**src/design/ulnrc_pkg.sv**
```systemverilog
package ulnrc_pkg;

	// Default store depths
	localparam int LINE_DEPTH_DEF     = 128;
	localparam int SENTENCE_DEPTH_DEF = 128;

	// Field widths of the request and result items
	localparam int KIND_W  = 3;
	localparam int BYTE_W  = 8;
	localparam int IDX_W   = 7;
	localparam int COUNT_W = 7;
	localparam int LEN_W   = 8;

	// Characters with a meaning to the assemblers
	localparam logic [BYTE_W-1:0] CH_DOLLAR = 8'h24;
	localparam logic [BYTE_W-1:0] CH_M      = 8'h4D;
	localparam logic [BYTE_W-1:0] CH_C      = 8'h43;
	localparam logic [BYTE_W-1:0] CH_LF     = 8'h0A;
	localparam logic [BYTE_W-1:0] CH_CR     = 8'h0D;
	localparam logic [BYTE_W-1:0] CH_BS     = 8'h08;

	typedef enum logic [KIND_W-1:0] {
		KIND_BYTE      = 3'd0,
		KIND_READ_LINE = 3'd1,
		KIND_READ_SENT = 3'd2,
		KIND_TAKE      = 3'd3,
		KIND_ACK       = 3'd4
	} kind_t;

	typedef struct packed {
		logic [KIND_W-1:0] kind;
		logic [BYTE_W-1:0] rx_byte;
		logic [IDX_W-1:0]  index;
	} in_item_t;

	typedef struct packed {
		logic [BYTE_W-1:0]  data_byte;
		logic               line_ready;
		logic [COUNT_W-1:0] line_count;
		logic [COUNT_W-1:0] taken_count;
		logic               sentence_ready;
		logic [LEN_W-1:0]   sentence_length;
	} out_item_t;

	// Request handed to both store units
	typedef struct packed {
		logic              start;
		kind_t             kind;
		logic [BYTE_W-1:0] rx_byte;
		logic [IDX_W-1:0]  index;
	} unit_req_t;

	typedef struct packed {
		logic               busy;
		logic [BYTE_W-1:0]  data_byte;
		logic               line_ready;
		logic [COUNT_W-1:0] line_count;
		logic [COUNT_W-1:0] taken_count;
	} line_stat_t;

	typedef struct packed {
		logic              busy;
		logic [BYTE_W-1:0] data_byte;
		logic              sentence_ready;
		logic [LEN_W-1:0]  sentence_length;
	} sent_stat_t;

	typedef enum logic [2:0] {
		L_IDLE,
		L_ADDR,
		L_EXEC,
		L_FIX,
		L_CLR
	} line_state_t;

	typedef enum logic [1:0] {
		S_IDLE,
		S_ADDR,
		S_EXEC
	} sent_state_t;

	typedef enum logic {
		T_IDLE,
		T_WAIT
	} top_state_t;

endpackage

```
**src/design/ulnrc_stream_if.sv**
```systemverilog
interface ulnrc_stream_if #(
	parameter type T = logic
);
	logic valid;
	logic ready;
	T     payload;

	modport source (output valid, output payload, input ready);
	modport sink (input valid, input payload, output ready);
endinterface

```
**src/design/ulnrc_line_store.sv**
```systemverilog
module ulnrc_line_store #(
	parameter int DEPTH = ulnrc_pkg::LINE_DEPTH_DEF
) (
	input  logic                  clk,
	input  logic                  arst_n,
	input  ulnrc_pkg::unit_req_t  req,
	output ulnrc_pkg::line_stat_t stat
);
	import ulnrc_pkg::*;

	localparam int AW = $clog2(DEPTH);
	localparam int HW_W = AW + 1;
	localparam logic [AW-1:0] LAST = AW'(DEPTH - 1);

	line_state_t state_q, state_d;

	logic [BYTE_W-1:0] line_mem [DEPTH];
	logic [BYTE_W-1:0] rd_data_q;

	logic [AW-1:0]     fill_q;
	logic [AW-1:0]     clr_q;
	logic [AW-1:0]     fix_addr_q;
	logic [HW_W-1:0]   hw_q;
	logic              flag_q;
	logic [BYTE_W-1:0] e0_q;
	logic [BYTE_W-1:0] data_q;
	logic [AW-1:0]     taken_q;

	kind_t             kind_q;
	logic [BYTE_W-1:0] byte_q;
	logic [IDX_W-1:0]  idx_q;

	logic              we;
	logic [AW-1:0]     wr_addr;
	logic [AW-1:0]     rd_addr;
	logic [BYTE_W-1:0] wr_data;
	logic              prev_cr;
	logic [BYTE_W-1:0] e0_after;
	logic [AW-1:0]     fill_step;
	logic [HW_W-1:0]   written_top;
	logic              idx_hit;

	// Entry before the write position, read in the address cycle
	assign prev_cr     = (rd_data_q == CH_CR);
	assign e0_after    = (we && wr_addr == '0) ? wr_data : e0_q;
	assign fill_step   = (fill_q == LAST) ? '0 : fill_q + AW'(1);
	assign written_top = {1'b0, fill_q} + HW_W'(1);
	// Entries above the high-water mark were never written since reset
	assign idx_hit     = (32'(idx_q) < 32'(hw_q));
	assign rd_addr     = (kind_q == KIND_BYTE) ? fill_q - AW'(1) : AW'(idx_q);

	// Next state
	always_comb begin
		state_d = state_q;
		case (state_q)
			L_IDLE: if (req.start) state_d = L_ADDR;
			L_ADDR: state_d = L_EXEC;
			L_EXEC: begin
				state_d = L_IDLE;
				case (kind_q)
					KIND_BYTE: begin
						if (byte_q == CH_LF && fill_q != '0 && prev_cr) state_d = L_FIX;
					end
					KIND_TAKE: begin
						if (flag_q && fill_q != '0) state_d = L_CLR;
					end
					default: ;
				endcase
			end
			L_FIX: state_d = L_IDLE;
			L_CLR: if (clr_q == fill_q - AW'(1)) state_d = L_IDLE;
			default: state_d = L_IDLE;
		endcase
	end

	// Memory write port control
	always_comb begin
		we      = 1'b0;
		wr_addr = fill_q;
		wr_data = byte_q;
		case (state_q)
			L_EXEC: begin
				if (kind_q == KIND_BYTE) begin
					we = 1'b1;
					// Newline: blank a CR just before it, else blank the newline itself
					if (byte_q == CH_LF) begin
						wr_data = '0;
						if (fill_q != '0 && prev_cr) wr_addr = fill_q - AW'(1);
					end
				end
			end
			L_FIX: begin
				we      = 1'b1;
				wr_addr = fix_addr_q;
				wr_data = CH_LF;
			end
			L_CLR: begin
				we      = 1'b1;
				wr_addr = clr_q;
				wr_data = '0;
			end
			default: ;
		endcase
	end

	// Line memory, one write and one registered read per cycle
	always_ff @(posedge clk) begin
		if (we) line_mem[wr_addr] <= wr_data;
		rd_data_q <= line_mem[rd_addr];
	end

	// Capture the request
	always_ff @(posedge clk) begin
		if (state_q == L_IDLE && req.start) begin
			kind_q <= req.kind;
			byte_q <= req.rx_byte;
			idx_q  <= req.index;
		end
		if (state_q == L_EXEC) fix_addr_q <= fill_q;
	end

	// Fill, high-water mark, flag, read data, taken count and entry-zero shadow
	always_ff @(posedge clk or negedge arst_n) begin
		if (!arst_n) begin
			state_q <= L_IDLE;
			fill_q  <= '0;
			clr_q   <= '0;
			hw_q    <= '0;
			flag_q  <= 1'b0;
			e0_q    <= '0;
			data_q  <= '0;
			taken_q <= '0;
		end else begin
			state_q <= state_d;
			if (we && wr_addr == '0) e0_q <= wr_data;
			if (state_q == L_IDLE && req.start) begin
				data_q  <= '0;
				taken_q <= '0;
				clr_q   <= '0;
			end
			if (state_q == L_EXEC) begin
				case (kind_q)
					KIND_BYTE: begin
						if (written_top > hw_q) hw_q <= written_top;
						if (byte_q == CH_BS) begin
							fill_q <= (fill_q != '0) ? fill_q - AW'(1) : '0;
						end else begin
							fill_q <= fill_step;
						end
						if (byte_q == CH_LF && e0_after != '0) flag_q <= 1'b1;
					end
					KIND_READ_LINE: begin
						data_q <= idx_hit ? rd_data_q : '0;
					end
					KIND_TAKE: begin
						if (flag_q) begin
							taken_q <= fill_q;
							if (fill_q == '0) flag_q <= 1'b0;
						end
					end
					default: ;
				endcase
			end
			// Clear the taken line one entry a cycle
			if (state_q == L_CLR) begin
				clr_q <= clr_q + AW'(1);
				if (clr_q == fill_q - AW'(1)) begin
					fill_q <= '0;
					flag_q <= 1'b0;
				end
			end
		end
	end

	assign stat.busy        = (state_q != L_IDLE);
	assign stat.data_byte   = data_q;
	assign stat.line_ready  = flag_q;
	assign stat.line_count  = COUNT_W'(fill_q);
	assign stat.taken_count = COUNT_W'(taken_q);

	a_fill_below_mark: assert property (@(posedge clk) disable iff (!arst_n)
		{1'b0, fill_q} <= hw_q)
		else $error("line fill above high-water mark");

	a_clear_in_line: assert property (@(posedge clk) disable iff (!arst_n)
		state_q == L_CLR |-> flag_q && clr_q < fill_q)
		else $error("line clear sweep outside taken line");

endmodule

```
**src/design/ulnrc_sentence_store.sv**
```systemverilog
module ulnrc_sentence_store #(
	parameter int DEPTH = ulnrc_pkg::SENTENCE_DEPTH_DEF
) (
	input  logic                  clk,
	input  logic                  arst_n,
	input  ulnrc_pkg::unit_req_t  req,
	output ulnrc_pkg::sent_stat_t stat
);
	import ulnrc_pkg::*;

	localparam int AW = $clog2(DEPTH);
	localparam int FW = $clog2(DEPTH + 1);
	localparam int MEM_DEPTH = 2 ** (AW + 1);
	localparam logic [FW-1:0] FULL = FW'(DEPTH);

	sent_state_t state_q, state_d;

	// Two banks: one fills, the other holds the saved sentence
	logic [BYTE_W-1:0] sent_mem [MEM_DEPTH];
	logic [BYTE_W-1:0] rd_data_q;

	logic [FW-1:0]     fill_q;
	logic [FW-1:0]     saved_len_q;
	logic              saved_flag_q;
	logic              sbank_q;
	logic [BYTE_W-1:0] sh0_q;
	logic [BYTE_W-1:0] sh4_q;
	logic [BYTE_W-1:0] sh5_q;
	logic [BYTE_W-1:0] data_q;

	kind_t             kind_q;
	logic [BYTE_W-1:0] byte_q;
	logic [IDX_W-1:0]  idx_q;

	logic              we;
	logic [AW:0]       wr_addr;
	logic [AW:0]       rd_addr;
	logic [FW-1:0]     f1;
	logic [FW-1:0]     f2;
	logic              room;
	logic [BYTE_W-1:0] sh0_n;
	logic [BYTE_W-1:0] sh4_n;
	logic [BYTE_W-1:0] sh5_n;
	logic              save;
	logic              idx_hit;

	// Fill position after a possible restart, and the drop when full
	assign f1   = (byte_q == CH_DOLLAR) ? '0 : fill_q;
	assign room = (f1 < FULL);
	assign f2   = room ? f1 + FW'(1) : f1;

	// Shadows of the tested entries, with this byte forwarded
	assign sh0_n = (room && f1 == FW'(0)) ? byte_q : sh0_q;
	assign sh4_n = (room && f1 == FW'(4)) ? byte_q : sh4_q;
	assign sh5_n = (room && f1 == FW'(5)) ? byte_q : sh5_q;
	assign save  = (byte_q == CH_LF) && (sh0_n == CH_DOLLAR) && (sh4_n == CH_M) &&
		(sh5_n == CH_C);

	// Saved bank reads zero past the saved length
	assign idx_hit = (32'(idx_q) < 32'(saved_len_q));
	assign wr_addr = {~sbank_q, AW'(f1)};
	assign rd_addr = {sbank_q, AW'(idx_q)};

	// Next state
	always_comb begin
		state_d = state_q;
		case (state_q)
			S_IDLE: if (req.start) state_d = S_ADDR;
			S_ADDR: state_d = S_EXEC;
			S_EXEC: state_d = S_IDLE;
			default: state_d = S_IDLE;
		endcase
	end

	// Memory write enable
	always_comb begin
		we = 1'b0;
		case (state_q)
			S_EXEC: we = (kind_q == KIND_BYTE) && room;
			default: ;
		endcase
	end

	always_ff @(posedge clk) begin
		if (we) sent_mem[wr_addr] <= byte_q;
		rd_data_q <= sent_mem[rd_addr];
	end

	// Capture the request
	always_ff @(posedge clk) begin
		if (state_q == S_IDLE && req.start) begin
			kind_q <= req.kind;
			byte_q <= req.rx_byte;
			idx_q  <= req.index;
		end
	end

	// Fill, bank swap on a complete RMC sentence, acknowledge
	always_ff @(posedge clk or negedge arst_n) begin
		if (!arst_n) begin
			state_q      <= S_IDLE;
			fill_q       <= '0;
			saved_len_q  <= '0;
			saved_flag_q <= 1'b0;
			sbank_q      <= 1'b0;
			sh0_q        <= '0;
			sh4_q        <= '0;
			sh5_q        <= '0;
			data_q       <= '0;
		end else begin
			state_q <= state_d;
			if (state_q == S_IDLE && req.start) data_q <= '0;
			if (state_q == S_EXEC) begin
				case (kind_q)
					KIND_BYTE: begin
						if (save) begin
							sbank_q      <= ~sbank_q;
							saved_len_q  <= f2;
							saved_flag_q <= 1'b1;
							fill_q       <= '0;
							sh0_q        <= '0;
							sh4_q        <= '0;
							sh5_q        <= '0;
						end else begin
							fill_q <= f2;
							sh0_q  <= sh0_n;
							sh4_q  <= sh4_n;
							sh5_q  <= sh5_n;
						end
					end
					KIND_READ_SENT: begin
						data_q <= idx_hit ? rd_data_q : '0;
					end
					KIND_ACK: begin
						saved_flag_q <= 1'b0;
					end
					default: ;
				endcase
			end
		end
	end

	assign stat.busy            = (state_q != S_IDLE);
	assign stat.data_byte       = data_q;
	assign stat.sentence_ready  = saved_flag_q;
	assign stat.sentence_length = LEN_W'(saved_len_q);

	a_counts_in_range: assert property (@(posedge clk) disable iff (!arst_n)
		fill_q <= FULL && saved_len_q <= FULL)
		else $error("sentence count beyond store depth");

	a_save_restarts: assert property (@(posedge clk) disable iff (!arst_n)
		$rose(saved_flag_q) |-> fill_q == '0 && sh0_q == '0 && saved_len_q != '0)
		else $error("sentence save left fill or shadows behind");

endmodule

```
**src/design/uart_line_and_nmea_rmc_capture.sv**
```systemverilog
// Receive-side text assembler: each request carries a received UART byte or a
// command (read a line entry, read a saved sentence entry, take the line,
// acknowledge the sentence) and produces exactly one result with the status
// after the request. Bytes feed an editable line store and an NMEA RMC capture
// side by side. A request passes an address state, then an execute state, in
// the read-then-write sequence on the single-port-per-direction memories; a
// newline that blanks a preceding CR adds a fix state, and taking a ready
// line adds a clearing pass, one memory write per cleared entry. The next
// request is taken as soon as the result is registered, even if it has not
// been collected yet. The memories are not cleared at reset: line entries
// above the high-water mark and saved entries past the saved length read as
// zero, so no clearing pass follows reset.
module uart_line_and_nmea_rmc_capture #(
	parameter int LINE_DEPTH     = ulnrc_pkg::LINE_DEPTH_DEF,
	parameter int SENTENCE_DEPTH = ulnrc_pkg::SENTENCE_DEPTH_DEF
) (
	input logic             clk,
	input logic             arst_n,
	ulnrc_stream_if.sink    item,
	ulnrc_stream_if.source  result
);
	import ulnrc_pkg::*;

	top_state_t state_q, state_d;

	in_item_t   in_item;
	unit_req_t  unit_req;
	line_stat_t line_stat;
	sent_stat_t sent_stat;

	logic       accept;
	logic       units_idle;
	logic       slot_free;
	logic       load;
	logic       out_valid_q;
	out_item_t  out_q;

	assign in_item    = item.payload;
	assign accept     = item.valid && item.ready;
	assign units_idle = !line_stat.busy && !sent_stat.busy;
	assign slot_free  = !out_valid_q || result.ready;

	// Start both units on every accepted request
	assign unit_req = '{
		start:   accept,
		kind:    kind_t'(in_item.kind),
		rx_byte: in_item.rx_byte,
		index:   in_item.index
	};

	ulnrc_line_store #(
		.DEPTH (LINE_DEPTH)
	) u_line (
		.clk    (clk),
		.arst_n (arst_n),
		.req    (unit_req),
		.stat   (line_stat)
	);

	ulnrc_sentence_store #(
		.DEPTH (SENTENCE_DEPTH)
	) u_sent (
		.clk    (clk),
		.arst_n (arst_n),
		.req    (unit_req),
		.stat   (sent_stat)
	);

	// Next state
	always_comb begin
		state_d = state_q;
		case (state_q)
			T_IDLE: if (accept) state_d = T_WAIT;
			T_WAIT: if (units_idle && slot_free) state_d = T_IDLE;
			default: state_d = T_IDLE;
		endcase
	end

	// Handshake and result load
	always_comb begin
		item.ready = 1'b0;
		load       = 1'b0;
		case (state_q)
			T_IDLE: item.ready = 1'b1;
			T_WAIT: load = units_idle && slot_free;
			default: ;
		endcase
	end

	always_ff @(posedge clk or negedge arst_n) begin
		if (!arst_n) begin
			state_q     <= T_IDLE;
			out_valid_q <= 1'b0;
		end else begin
			state_q <= state_d;
			if (load) begin
				out_valid_q <= 1'b1;
			end else if (result.ready) begin
				out_valid_q <= 1'b0;
			end
		end
	end

	// Hold the result until the sink takes it; units zero unused read data
	always_ff @(posedge clk) begin
		if (load) begin
			out_q.data_byte       <= line_stat.data_byte | sent_stat.data_byte;
			out_q.line_ready      <= line_stat.line_ready;
			out_q.line_count      <= line_stat.line_count;
			out_q.taken_count     <= line_stat.taken_count;
			out_q.sentence_ready  <= sent_stat.sentence_ready;
			out_q.sentence_length <= sent_stat.sentence_length;
		end
	end

	assign result.valid   = out_valid_q;
	assign result.payload = out_q;

	a_start_reaches_units: assert property (@(posedge clk) disable iff (!arst_n)
		accept |=> state_q == T_WAIT && line_stat.busy && sent_stat.busy)
		else $error("request accepted but store units not started");

endmodule
```
**src/flat_wrapper.sv**
```systemverilog
// flat-port wrapper written by rule: the top's interface ports become plain ports
module uart_line_and_nmea_rmc_capture_flat import ulnrc_pkg::*;
#(
	parameter int LINE_DEPTH     = ulnrc_pkg::LINE_DEPTH_DEF,
	parameter int SENTENCE_DEPTH = ulnrc_pkg::SENTENCE_DEPTH_DEF
)
  (clk, arst_n, item_valid, item_payload, item_ready, result_valid, result_payload, result_ready);
  ulnrc_stream_if item_i ();
  ulnrc_stream_if result_i ();
  input logic clk;
  input logic arst_n;
  input wire logic [$bits(item_i.valid)-1:0] item_valid;
  input wire logic [$bits(item_i.payload)-1:0] item_payload;
  output wire logic [$bits(item_i.ready)-1:0] item_ready;
  output wire logic [$bits(result_i.valid)-1:0] result_valid;
  output wire logic [$bits(result_i.payload)-1:0] result_payload;
  input wire logic [$bits(result_i.ready)-1:0] result_ready;
  assign item_i.valid = item_valid;
  assign item_i.payload = item_payload;
  assign item_ready = item_i.ready;
  assign result_valid = result_i.valid;
  assign result_payload = result_i.payload;
  assign result_i.ready = result_ready;
  uart_line_and_nmea_rmc_capture #(.LINE_DEPTH(LINE_DEPTH), .SENTENCE_DEPTH(SENTENCE_DEPTH)) u_core (.clk(clk), .arst_n(arst_n), .item(item_i), .result(result_i));
endmodule
```
**config.mk**
```make
export PLATFORM = sky130hd
export DESIGN_NAME = uart_line_and_nmea_rmc_capture_flat
export DESIGN_NICKNAME = d
export VERILOG_FILES = /design/src/design/ulnrc_pkg.sv /design/src/design/ulnrc_stream_if.sv /design/src/design/ulnrc_line_store.sv /design/src/design/ulnrc_sentence_store.sv /design/src/design/uart_line_and_nmea_rmc_capture.sv /design/src/flat_wrapper.sv
export SDC_FILE = /design/constraint.sdc
export NUM_CORES = 1
export LEC_CHECK = 0
export ABC_AREA = 1
export BUFFER_PORTS_ARGS = -buffer_cell sky130_fd_sc_hd__buf_2
export CAP_MARGIN = 10
export CORE_AREA = 3 3 40 42
export CTS_CLUSTER_SIZE = 30
export DETAILED_ROUTE_END_ITERATION = 6
export DIE_AREA = 0 0 43 45
export PLACE_DENSITY = 0.32
export SLEW_MARGIN = 0
export SYNTH_ARGS = -nofsm -noshare
export SYNTH_HDL_FRONTEND = slang
export SYNTH_SLANG_ARGS = --single-unit
```
**constraint.sdc**
```tcl
create_clock -name clk -period 0.95 [get_ports clk]
set_clock_uncertainty 0.15 [all_clocks]
set_input_delay 0.1425 -clock clk [delete_from_list [all_inputs] [get_ports clk]]
set_output_delay 0.1425 -clock clk [all_outputs]
set_load 0.02 [all_outputs]
```
==> results by group, run 1 <==
Place
  • Placer congestion estimate: 0.630
  • HPWL Detailed: 346 um
  • Inst Count DP: 48
  • Post-Place Worst Slack: -15.7 ps
  • Number of I/O port buffers: 5

CTS
  • Reg clk slew, reported paths: 50 ps
  • Clock tree root buffer cell: sky130_fd_sc_hd__clkbuf_4
  • TritonCTS clock tree: yes
  • Buffer depth of the longest clock path: 2
  • Level count of the clock H-tree: 1
  • CTS sink count: 6
  • Clk Latency, worst-skew pair: 250 ps
  • Clock buffer count from CTS: 3

Floorplan
  • Die outline height: 45 um
  • Area inside the core boundary: 1280 um^2
  • Die W: 43 um
  • Total I/O pin count: 8
  • Standard-cell rows: 13
  • Initial Utilization: 18.1%
  • DIE AREA: 1940 um^2

Timing
  • Minimum setup slack in the final design: -169 ps
  • Fin crit period: 1120 ps
  • Aggregate negative setup slack: -311 ps
  • Final hold vios: 2
  • Setup-violating endpoint count in the final report: 3
  • Peak Freq: 893 MHz
  • Final Slew Violations: 0
  • Final period utilization: 118%
  • RSZ-0062 raised after global routing: yes
  • Worst slack on hold paths: -5.42 ps

Critical path
  • Cell-by-cell trace of the critical path: inv_2 > buf_6
  • Signal arrival time at the worst endpoint: 830 ps
  • Required @ worst endpoint: 660 ps
  • Buffer and inverter count on the worst path: 2
  • Worst setup path category: reg -> out
  • Startpoint type of the worst setup path: flop
  • Critical Path Sink Type: primary output
  • Cell with the biggest individual delay on the critical path: sky130_fd_sc_hd__dfrtp_1
  • CP Max Fanout: 2
  • Critical path's top delay family: flip-flops
  • Crit-path max cell delay: 390 ps

Logic synthesis
  • Parity-gate share of the synthesized area counting xor and xnor cells: 0%
  • Mapped Nets: 30
  • Area fraction in and, or, nand and nor cells after synthesis: 24.2%
  • Post-synthesis compound-gate area fraction: 0%
  • Sequential fraction of the synthesis area: 64.5%
  • Total of warnings raised by yosys: 0
  • Mux contribution to synthesized area: 0%
  • Main combinational cell family by area after synthesis: simple AND/OR/NAND/NOR gates
  • Unique masters post-synth: 9
  • Post-synthesis cell count: 25
  • Post-synthesis adder-cell area fraction: 0%
  • Synthesis-stage register bit count: 6
  • Post-Synthesis Mean Instance Area: 9.31 um^2
  • Cell Area, Synth: 233 um^2

Final layout
  • Share of cells above drive strength 1: 53.8%
  • Area growth syn-to-layout: 60.8%
  • Final non-filler cell total: 54
  • Post-layout nets: 45
  • Layout fillers: 153
  • Ant diodes: 0

Detailed routing
  • Detail Route Antenna Nets: 0
  • DRC marker count from the first detailed-route iteration: 3
  • Total detailed-routing wirelength: 478 um
  • Remaining design rule violation count: 0
  • Routed vias/inst: 3.69
  • Post-DR wirelength/cell: 8.85 um
  • Via count: 199
  • Detailed-router iteration count before antenna repair: 4

Pwr
  • Power density over the cells: 3310 nW/um^2
  • IR drop worst, VDD: 922 uV
  • Reported leakage power: 0.202 nW
  • Post-layout total power: 1.24 mW

Global routing
  • GRT Resource Usage Total: 6.95%
  • Aggregate global routing overflow: 0
  • Number of global-route vias before repair: 211
  • Initial antenna violation count: 0
  • Maximum number of pins on one net before global-route repair: 7
  • First-pass GRT wire length: 821 um

Run
  • Max Cap Violations: 0

Outcome
  • Violations in the final reports: hold timing, setup timing
  • Run status: finished, violations left

Hold path
  • Min-Delay Path Class: in -> reg
-- cells in the mapped netlist --
master,instances,area share [%]
sky130_fd_sc_hd__conb_1,1,1.6
sky130_fd_sc_hd__nand2_2,1,2.7
sky130_fd_sc_hd__buf_4,1,3.2
sky130_fd_sc_hd__nand3_1,2,4.3
sky130_fd_sc_hd__nand2_1,4,6.4
sky130_fd_sc_hd__dfrtp_1,6,65
sky130_fd_sc_hd__inv_1,4,6.4
sky130_fd_sc_hd__nor3_1,2,4.3
sky130_fd_sc_hd__nor2_1,4,6.4
-- registers in the layout (all words and copies together) (netlist names) --
signal / count
u_core.u_sent.state_q: 2
u_core.state_q: 1
u_core.u_line.state_q: 2
u_core.result.valid: 1
-- area by class of cell --
type                    count  area (um^2)  share of cell area (%)
clock buffers               4         26.3                    7.02
repair buffers             11         85.1                    22.7
well taps                  15         18.8                    5.02
flip-flops and latches      6          151                    40.5
multi-input cells          14         77.6                    20.7
inverters                   4         15.0                    4.01
-- power by group --
part | internal, mW | switching [mW]
clock network | 0.160 | 0.110
registers | 0.364 | 0.0713
logic | 0.277 | 0.257
-- layer usage --
layer,part of all wire [%],up-vias,GRT usage (%)
met5,0,-,0
met3,12,3,5.58
met4,5.4,0,9.04
met1,36,86,5.39
met2,46,10,9.58
li1,-,100,-
-- final timing paths --
kind                                     startpoint                  endpoint  slack [ps]  depth (start not counted)
max reg2reg                u_core.u_line.state_q[0]            u_core.state_q         -10                          4
max in group asynchronous                    arst_n       u_core.result.valid         400                          2
min                                      item_valid            u_core.state_q          -5                          3
max                                  u_core.state_q                item_ready        -170                          2
min reg2reg                     u_core.result.valid       u_core.result.valid         380                          2
min in group asynchronous                    arst_n  u_core.u_sent.state_q[1]          90                          2
-- metrics by stage --
| step | hold WS, ps | util, % | area, um^2 |
|---|---|---|---|
| 2_1_floorplan | -303 | - | 234 |
| 3_3_place_gp | -177 | 23.4 | 300 |
| 3_5_place_dp | -175 | 23.4 | 300 |
| 4_1_cts | -16.6 | 28.1 | 362 |
| 5_1_grt | 5.12 | 29.1 | 374 |
| 6_report | -5.42 | 29.1 | 374 |
-- tightest hold or removal path: stages --
cell,delay (ps)
sky130_fd_sc_hd__buf_2,80
sky130_fd_sc_hd__nand2_2,70
sky130_fd_sc_hd__nand2_1,70
-- cells by family (layout without fill, tap and decap cells) --
| family | count (synthesis) | count (layout) |
|---|---|---|
| other | 1 | 1 |
| buffers and inverters | 5 | 19 |
| DFF | 6 | 6 |
| and+or+nand+nor | 13 | 13 |
-- layout by cell type, fill, tap and decap left out --
cell,Yosys,routed
sky130_fd_sc_hd__buf_6,0,2
sky130_fd_sc_hd__nor2_2,0,2
sky130_fd_sc_hd__nand3_1,2,2
sky130_fd_sc_hd__inv_1,4,3
sky130_fd_sc_hd__nor2_1,4,2
sky130_fd_sc_hd__buf_2,0,3
sky130_fd_sc_hd__clkbuf_1,0,1
sky130_fd_sc_hd__buf_4,1,5
sky130_fd_sc_hd__nand2_2,1,2
sky130_fd_sc_hd__nand2_1,4,3
sky130_fd_sc_hd__nor3_2,0,2
sky130_fd_sc_hd__inv_2,0,1
sky130_fd_sc_hd__dlygate4sd3_1,0,1
sky130_fd_sc_hd__dfrtp_1,6,5
sky130_fd_sc_hd__clkbuf_4,0,3
sky130_fd_sc_hd__dfrtp_2,0,1
sky130_fd_sc_hd__conb_1,1,1
-- timing repair --
action | CTS | global route
setup endpoints to repair | 3 | 5
setup buffers | 1 | 1
resized for setup | 6 | 3
cloned | 0 | 0
hold endpoints to repair | 8 | 0
hold buffers | 1 | 0
pin swaps | 2 | 1
No activity file was read; power rests on OpenSTA's default activity.
==> run 2: changes to the inputs <==
Settings changed: ABC_AREA 1 to 0.
==> results by group, run 2 <==
Critical path
  • Required @ worst endpoint: 660 ps
  • Instance count on the critical path: 2
  • Buffer and inverter count on the worst path: 2
  • Critical path endpoint: item_ready
  • Cell-by-cell trace of the critical path: inv_1 > buf_6
  • Register-to-Register Path Depth: 2
  • CP Max Fanout: 4
  • Crit-path max cell delay: 400 ps
  • Startpoint type of the worst setup path: flop
  • Critical Path Start: u_core.state_q
  • Signal arrival time at the worst endpoint: 830 ps
  • Cell with the biggest individual delay on the critical path: sky130_fd_sc_hd__dfrtp_1
  • Worst R2R Start: u_core.u_sent.state_q[0]
  • Critical Path Sink Type: primary output
  • R2R Path End: u_core.state_q
  • Setup slack, reg-to-reg: -170 ps
  • Worst setup path category: reg -> out
  • Critical path's top delay family: flip-flops

Global routing
  • First-pass GRT wire length: 662 um
  • Maximum number of pins on one net before global-route repair: 7
  • Aggregate global routing overflow: 0
  • GRT Resource Usage Total: 5.03%
  • Number of global-route vias before repair: 168
  • Initial antenna violation count: 0

Floorplan
  • Area inside the core boundary: 1280 um^2
  • Standard-cell rows: 13
  • Die W: 43 um
  • Total I/O pin count: 8
  • Initial Utilization: 18.1%
  • DIE AREA: 1940 um^2
  • Die outline height: 45 um

Timing
  • Peak Freq: 895 MHz
  • Final Slew Violations: 0
  • Fin crit period: 1120 ps
  • Final period utilization: 118%
  • Final hold vios: 0
  • Setup-violating endpoint count in the final report: 6
  • Aggregate negative setup slack: -695 ps
  • Minimum setup slack in the final design: -168 ps
  • RSZ-0062 raised after global routing: yes

Pwr
  • Clock share of power: 19.2%
  • Switching part of the total: 31.7%
  • Internal power component: 0.830 mW
  • Part of the power in registers: 36.6%
  • Post-layout total power: 1.21 mW
  • Combinational group share of total power: 44.3%
  • Switching pwr: 0.384 mW
  • Reported leakage power: 0.201 nW
  • Power density over the cells: 3150 nW/um^2
  • IR drop worst, VDD: 839 uV

Logic synthesis
  • Synth area leader: sky130_fd_sc_hd__dfrtp_1
  • Unique masters post-synth: 11
  • Yosys top cell area share: 64.5%
  • Biggest area contributors in the synthesized netlist: sky130_fd_sc_hd__dfrtp_1, sky130_fd_sc_hd__nand2b_1, sky130_fd_sc_hd__nor2b_1
  • Proportion of register bits with asynchronous set or reset after synthesis: 100%
  • Ys flop type: sky130_fd_sc_hd__dfrtp_1
  • Cell Area, Synth: 233 um^2
  • Post-Synthesis Mean Instance Area: 12.2 um^2
  • Synthesis-stage register bit count: 6
  • Post-synthesis cell count: 19
  • Sequential fraction of the synthesis area: 64.5%
  • Number of flops mapped to enable cells by yosys: 0
  • Total of warnings raised by yosys: 0
  • Leading cell types by count after synthesis: sky130_fd_sc_hd__dfrtp_1, sky130_fd_sc_hd__nand2b_1, sky130_fd_sc_hd__nor2b_1, sky130_fd_sc_hd__nor3_1
  • Mapped Nets: 24
  • Most frequent cell after synthesis: sky130_fd_sc_hd__dfrtp_1

Outcome
  • Run status: finished, violations left
  • Violations in the final reports: setup timing

Final layout
  • Ant diodes: 0
  • Final design instance area without fill: 385 um^2
  • Layout fillers: 140
  • Share of cells above drive strength 1: 54.5%
  • Registers with the most flip-flops: u_core.u_line.state_q: 2 flops, u_core.u_sent.state_q: 2 flops
  • Most frequent cells in the layout: sky130_fd_sc_hd__buf_4, sky130_fd_sc_hd__dfrtp_1, sky130_fd_sc_hd__clkbuf_4, sky130_fd_sc_hd__buf_2
  • Area growth syn-to-layout: 65.6%
  • Post-layout nets: 40

Hold path
  • Min-Delay Path Class: in -> reg
  • Start point of the worst hold path: item_valid

CTS
  • Reg clk slew, reported paths: 50 ps
  • CTS sink count: 6
  • Clk Latency, worst-skew pair: 240 ps
  • Clock tree root buffer cell: sky130_fd_sc_hd__clkbuf_4
  • Clock buffer count from CTS: 3
  • Buffer depth of the longest clock path: 2
  • TritonCTS clock tree: yes
  • Level count of the clock H-tree: 1

Run
  • Max Cap Violations: 0

Place
  • Total cell area at the placement stage: 299 um^2
  • Placer congestion estimate: 0.629
  • Number of I/O port buffers: 5
  • HPWL Detailed: 328 um

Detailed routing
  • Remaining design rule violation count: 0
  • Post-DR wirelength/cell: 9.81 um
  • Detail Route Antenna Nets: 0
  • Detailed-router iteration count before antenna repair: 1
  • Routed vias/inst: 3.71
  • Via count: 178
  • DRC marker count from the first detailed-route iteration: 0
  • Total detailed-routing wirelength: 471 um
==> run 2: kinds of logic after synthesis <==
kind of cell / Yosys count / synth area share [%]
buf+inv: 2 / 4.84
flops: 6 / 64.5
simple gates: 8 / 22.0
other cells: 1 / 1.61
compound gates: 2 / 6.99
==> run 2: metal layers <==
metal	routed length [um]	global-route usage [%]	vias to the layer above	part of all wire, %
met2	242	7.78	5	51
met1	191	5.41	85	41
met3	37	3.59	0	7.9
li1	-	-	88	-
met4	0	1.81	0	0
met5	0	0	-	0
==> run 2: how the worst min path moves through the flow <==
| stage | to | cells past startpoint |
|---|---|---|
| after floorplan | u_core.result.valid | 0 |
| after global placement | u_core.result.valid | 1 |
| after detailed placement | u_core.result.valid | 1 |
| after CTS | u_core.state_q | 3 |
| after global routing | u_core.u_sent.state_q[0] | 3 |
| final | u_core.u_sent.state_q[0] | 3 |
==> run 2: power by group through the flow <==
stage | clock, mW | sequential, mW | combinational [mW]
global placement | 0 | 0.423 | 0.349
global route | 0.252 | 0.456 | 0.575
CTS | 0.238 | 0.430 | 0.423
finish | 0.233 | 0.444 | 0.537
detailed placement | 0 | 0.426 | 0.354
floorplan | 0 | 0.450 | 0.174
==> run 2: final cells by class <==
cell class	count	area [um^2]	share of cell area [%]
Timing Repair Buffer	12	92.6	24.0
Sequential cell	6	150	39.0
Clock buffer	3	22.5	5.84
Multi-Input combinational cell	11	97.6	25.3
Inverter	1	3.75	0.974
Tap cell	15	18.8	4.87
==> run 2: worst reg2reg max path, stage by stage, from the launching register on <==
cell and delay, ps:
sky130_fd_sc_hd__dfrtp_1 410, sky130_fd_sc_hd__nor4_4 310, sky130_fd_sc_hd__a31oi_1 110
==> run 2: what timing repair did <==
| item | 4_1_cts | 5_1_grt |
|---|---|---|
| setup buffers | 0 | 3 |
| resized for setup | 5 | 3 |
| pin swaps | 1 | 4 |
| endpoints found under the hold margin | 6 | 0 |
| setup endpoints to repair | 6 | 6 |
| hold buffers | 1 | 0 |
==> run 2: per-stage QoR <==
| stage | setup slack [ps] | hold slack, ps | utilization, % | cells |
|---|---|---|---|---|
| floorplan | -96.5 | -303 | - | 19 |
| global placement | -145 | -177 | 23.3 | 42 |
| detailed placement | -161 | -174 | 23.3 | 42 |
| CTS | -186 | 25.2 | 27.2 | 46 |
| global route | -204 | 17.5 | 30.0 | 48 |
| finish | -168 | 16.4 | 30.0 | 48 |
==> run 3: changes to the inputs <==
Settings changed: PLACE_DENSITY 0.32 to 0.4.
Clock period 0.95 ns to 1.45 ns, I/O delays scaled along.
==> results by group, run 3 (synthesized netlist as in run 2, its figures left out) <==
Outcome
  • Run status: completed

Critical path
  • Worst setup path category: reg -> out
  • Register-to-Register Path Depth: 2
  • Critical path endpoint: item_ready
  • Critical Path Start: u_core.state_q
  • Signal arrival time at the worst endpoint: 860 ps
  • Worst R2R Start: u_core.u_line.state_q[0]
  • Critical Path Sink Type: primary output
  • Setup slack, reg-to-reg: 300 ps
  • Required @ worst endpoint: 1080 ps
  • Startpoint type of the worst setup path: flop
  • CP Max Fanout: 5
  • R2R Path End: u_core.state_q

Detailed routing
  • Routed vias/inst: 3.69
  • Total detailed-routing wirelength: 396 um
  • Detailed-router iteration count before antenna repair: 1
  • Via count: 155
  • DRC marker count from the first detailed-route iteration: 0
  • Detail Route Antenna Nets: 0
  • Remaining design rule violation count: 0
  • Post-DR wirelength/cell: 9.43 um

Final layout
  • Post-layout nets: 34
  • Share of cells above drive strength 1: 33.3%
  • Area growth syn-to-layout: 29.6%
  • Multi-input combinational cell area: 71.3 um^2
  • Layout fillers: 136
  • Final design instance area without fill: 302 um^2
  • Most frequent cells in the layout: sky130_fd_sc_hd__dfrtp_1, sky130_fd_sc_hd__buf_2, sky130_fd_sc_hd__clkbuf_4
  • Ant diodes: 0
  • FF/Latch Area: 150 um^2
  • Most common library cell in the layout ignoring fill and taps: sky130_fd_sc_hd__dfrtp_1
  • Registers with the most flip-flops: u_core.u_line.state_q: 2 flops, u_core.u_sent.state_q: 2 flops

Floorplan
  • Initial Utilization: 18.1%
  • DIE AREA: 1940 um^2
  • Area inside the core boundary: 1280 um^2
  • Die outline height: 45 um
  • Total I/O pin count: 8
  • Standard-cell rows: 13
  • Die W: 43 um

Timing
  • Final Slew Violations: 0
  • RSZ-0062 raised after global routing: no
  • Aggregate negative setup slack: 0 ps
  • Final period utilization: 84.6%
  • Minimum setup slack in the final design: 224 ps
  • Worst slack on hold paths: 103 ps
  • Final hold vios: 0
  • Setup-violating endpoint count in the final report: 0
  • Peak Freq: 815 MHz
  • Fin crit period: 1230 ps

Place
  • Post-Place Worst Slack: 283 ps
  • HPWL Detailed: 336 um
  • Total cell area at the placement stage: 269 um^2
  • Placer congestion estimate: 0.711
  • Number of I/O port buffers: 5

Pwr
  • Internal power component: 0.409 mW
  • Part of the power in registers: 46.7%
  • Reported leakage power: 0.154 nW
  • Combinational group share of total power: 29.6%
  • Switching pwr: 0.201 mW
  • Power density over the cells: 2020 nW/um^2
  • Switching part of the total: 32.9%
  • Post-layout total power: 0.610 mW
  • IR drop worst, VDD: 629 uV
  • Clock share of power: 23.7%

CTS
  • Number of buffers inserted for hold repair after clock tree synthesis: 1
  • Setup Buffers After CTS: 0
  • Buffer depth of the longest clock path: 2
  • TritonCTS clock tree: yes
  • Reg clk slew, reported paths: 40 ps
  • Level count of the clock H-tree: 1
  • CTS sink count: 6
  • Clk Latency, worst-skew pair: 240 ps
  • Gates resized, CTS repair: 0
  • Clock buffer count from CTS: 3
  • Clock tree root buffer cell: sky130_fd_sc_hd__clkbuf_4

Global routing
  • GRT Resource Usage Total: 6.28%
  • Number of global-route vias before repair: 166
  • Maximum number of pins on one net before global-route repair: 7
  • Initial antenna violation count: 0
  • Aggregate global routing overflow: 0
  • First-pass GRT wire length: 752 um

Run
  • Max Cap Violations: 0

Hold path
  • Min-Delay Path Class: in -> reg
## run 3: cell count changes in the layout (fill, tap and decap cells not counted), moves of 2 or more
cell,change
sky130_fd_sc_hd__nor3_2,-2
sky130_fd_sc_hd__buf_6,-2
sky130_fd_sc_hd__buf_4,-6
sky130_fd_sc_hd__buf_2,+2
sky130_fd_sc_hd__nor3_1,+2
## run 3: worst min path at each step
| stage | from | cells after the start | slack [ps] | end |
|---|---|---|---|---|
| after global routing | item_valid | 3 | 130 | u_core.state_q |
| after CTS | item_valid | 3 | 90 | u_core.state_q |
| after detailed placement | arst_n | 1 | -100 | u_core.result.valid |
| after floorplan | arst_n | 0 | -230 | u_core.result.valid |
| final | item_valid | 3 | 100 | u_core.state_q |
| after global placement | arst_n | 1 | -110 | u_core.state_q |
## run 3: power by group through the flow
stage / clock network [mW] / logic, mW / registers (mW)
3_3_place_gp: 0 / 0.177 / 0.282
4_1_cts: 0.154 / 0.185 / 0.286
3_5_place_dp: 0 / 0.183 / 0.287
2_1_floorplan: 0 / 0.114 / 0.295
6_report: 0.145 / 0.180 / 0.285
5_1_grt: 0.173 / 0.208 / 0.300
## run 3: worst max-delay path: stages (launching register included)
cell                      delay [ps]
sky130_fd_sc_hd__dfrtp_1         410
sky130_fd_sc_hd__inv_1            60
sky130_fd_sc_hd__buf_2           150
## run 3: cell type report
class	count	share of cell area [%]
Sequential cell	6	49.8
Clock buffer	3	7.47
Inverter	1	1.24
Multi-Input combinational cell	11	23.7
Tap cell	15	6.22
Timing Repair Buffer	6	11.6
## run 3: metrics by stage
step	util, %	std cells
after floorplan	-	19
after global placement	20.9	38
after detailed placement	20.9	38
after CTS	23.5	42
after global routing	23.5	42
final	23.5	42
## run 3: metal layers
metal  wire [um]  global-route usage [%]  share of wire [%]
met5           0                       0                  0
met4           0                    1.81                  0
met3          55                    7.17                 14
met2         180                    8.08                 45
met1         160                    6.60                 40
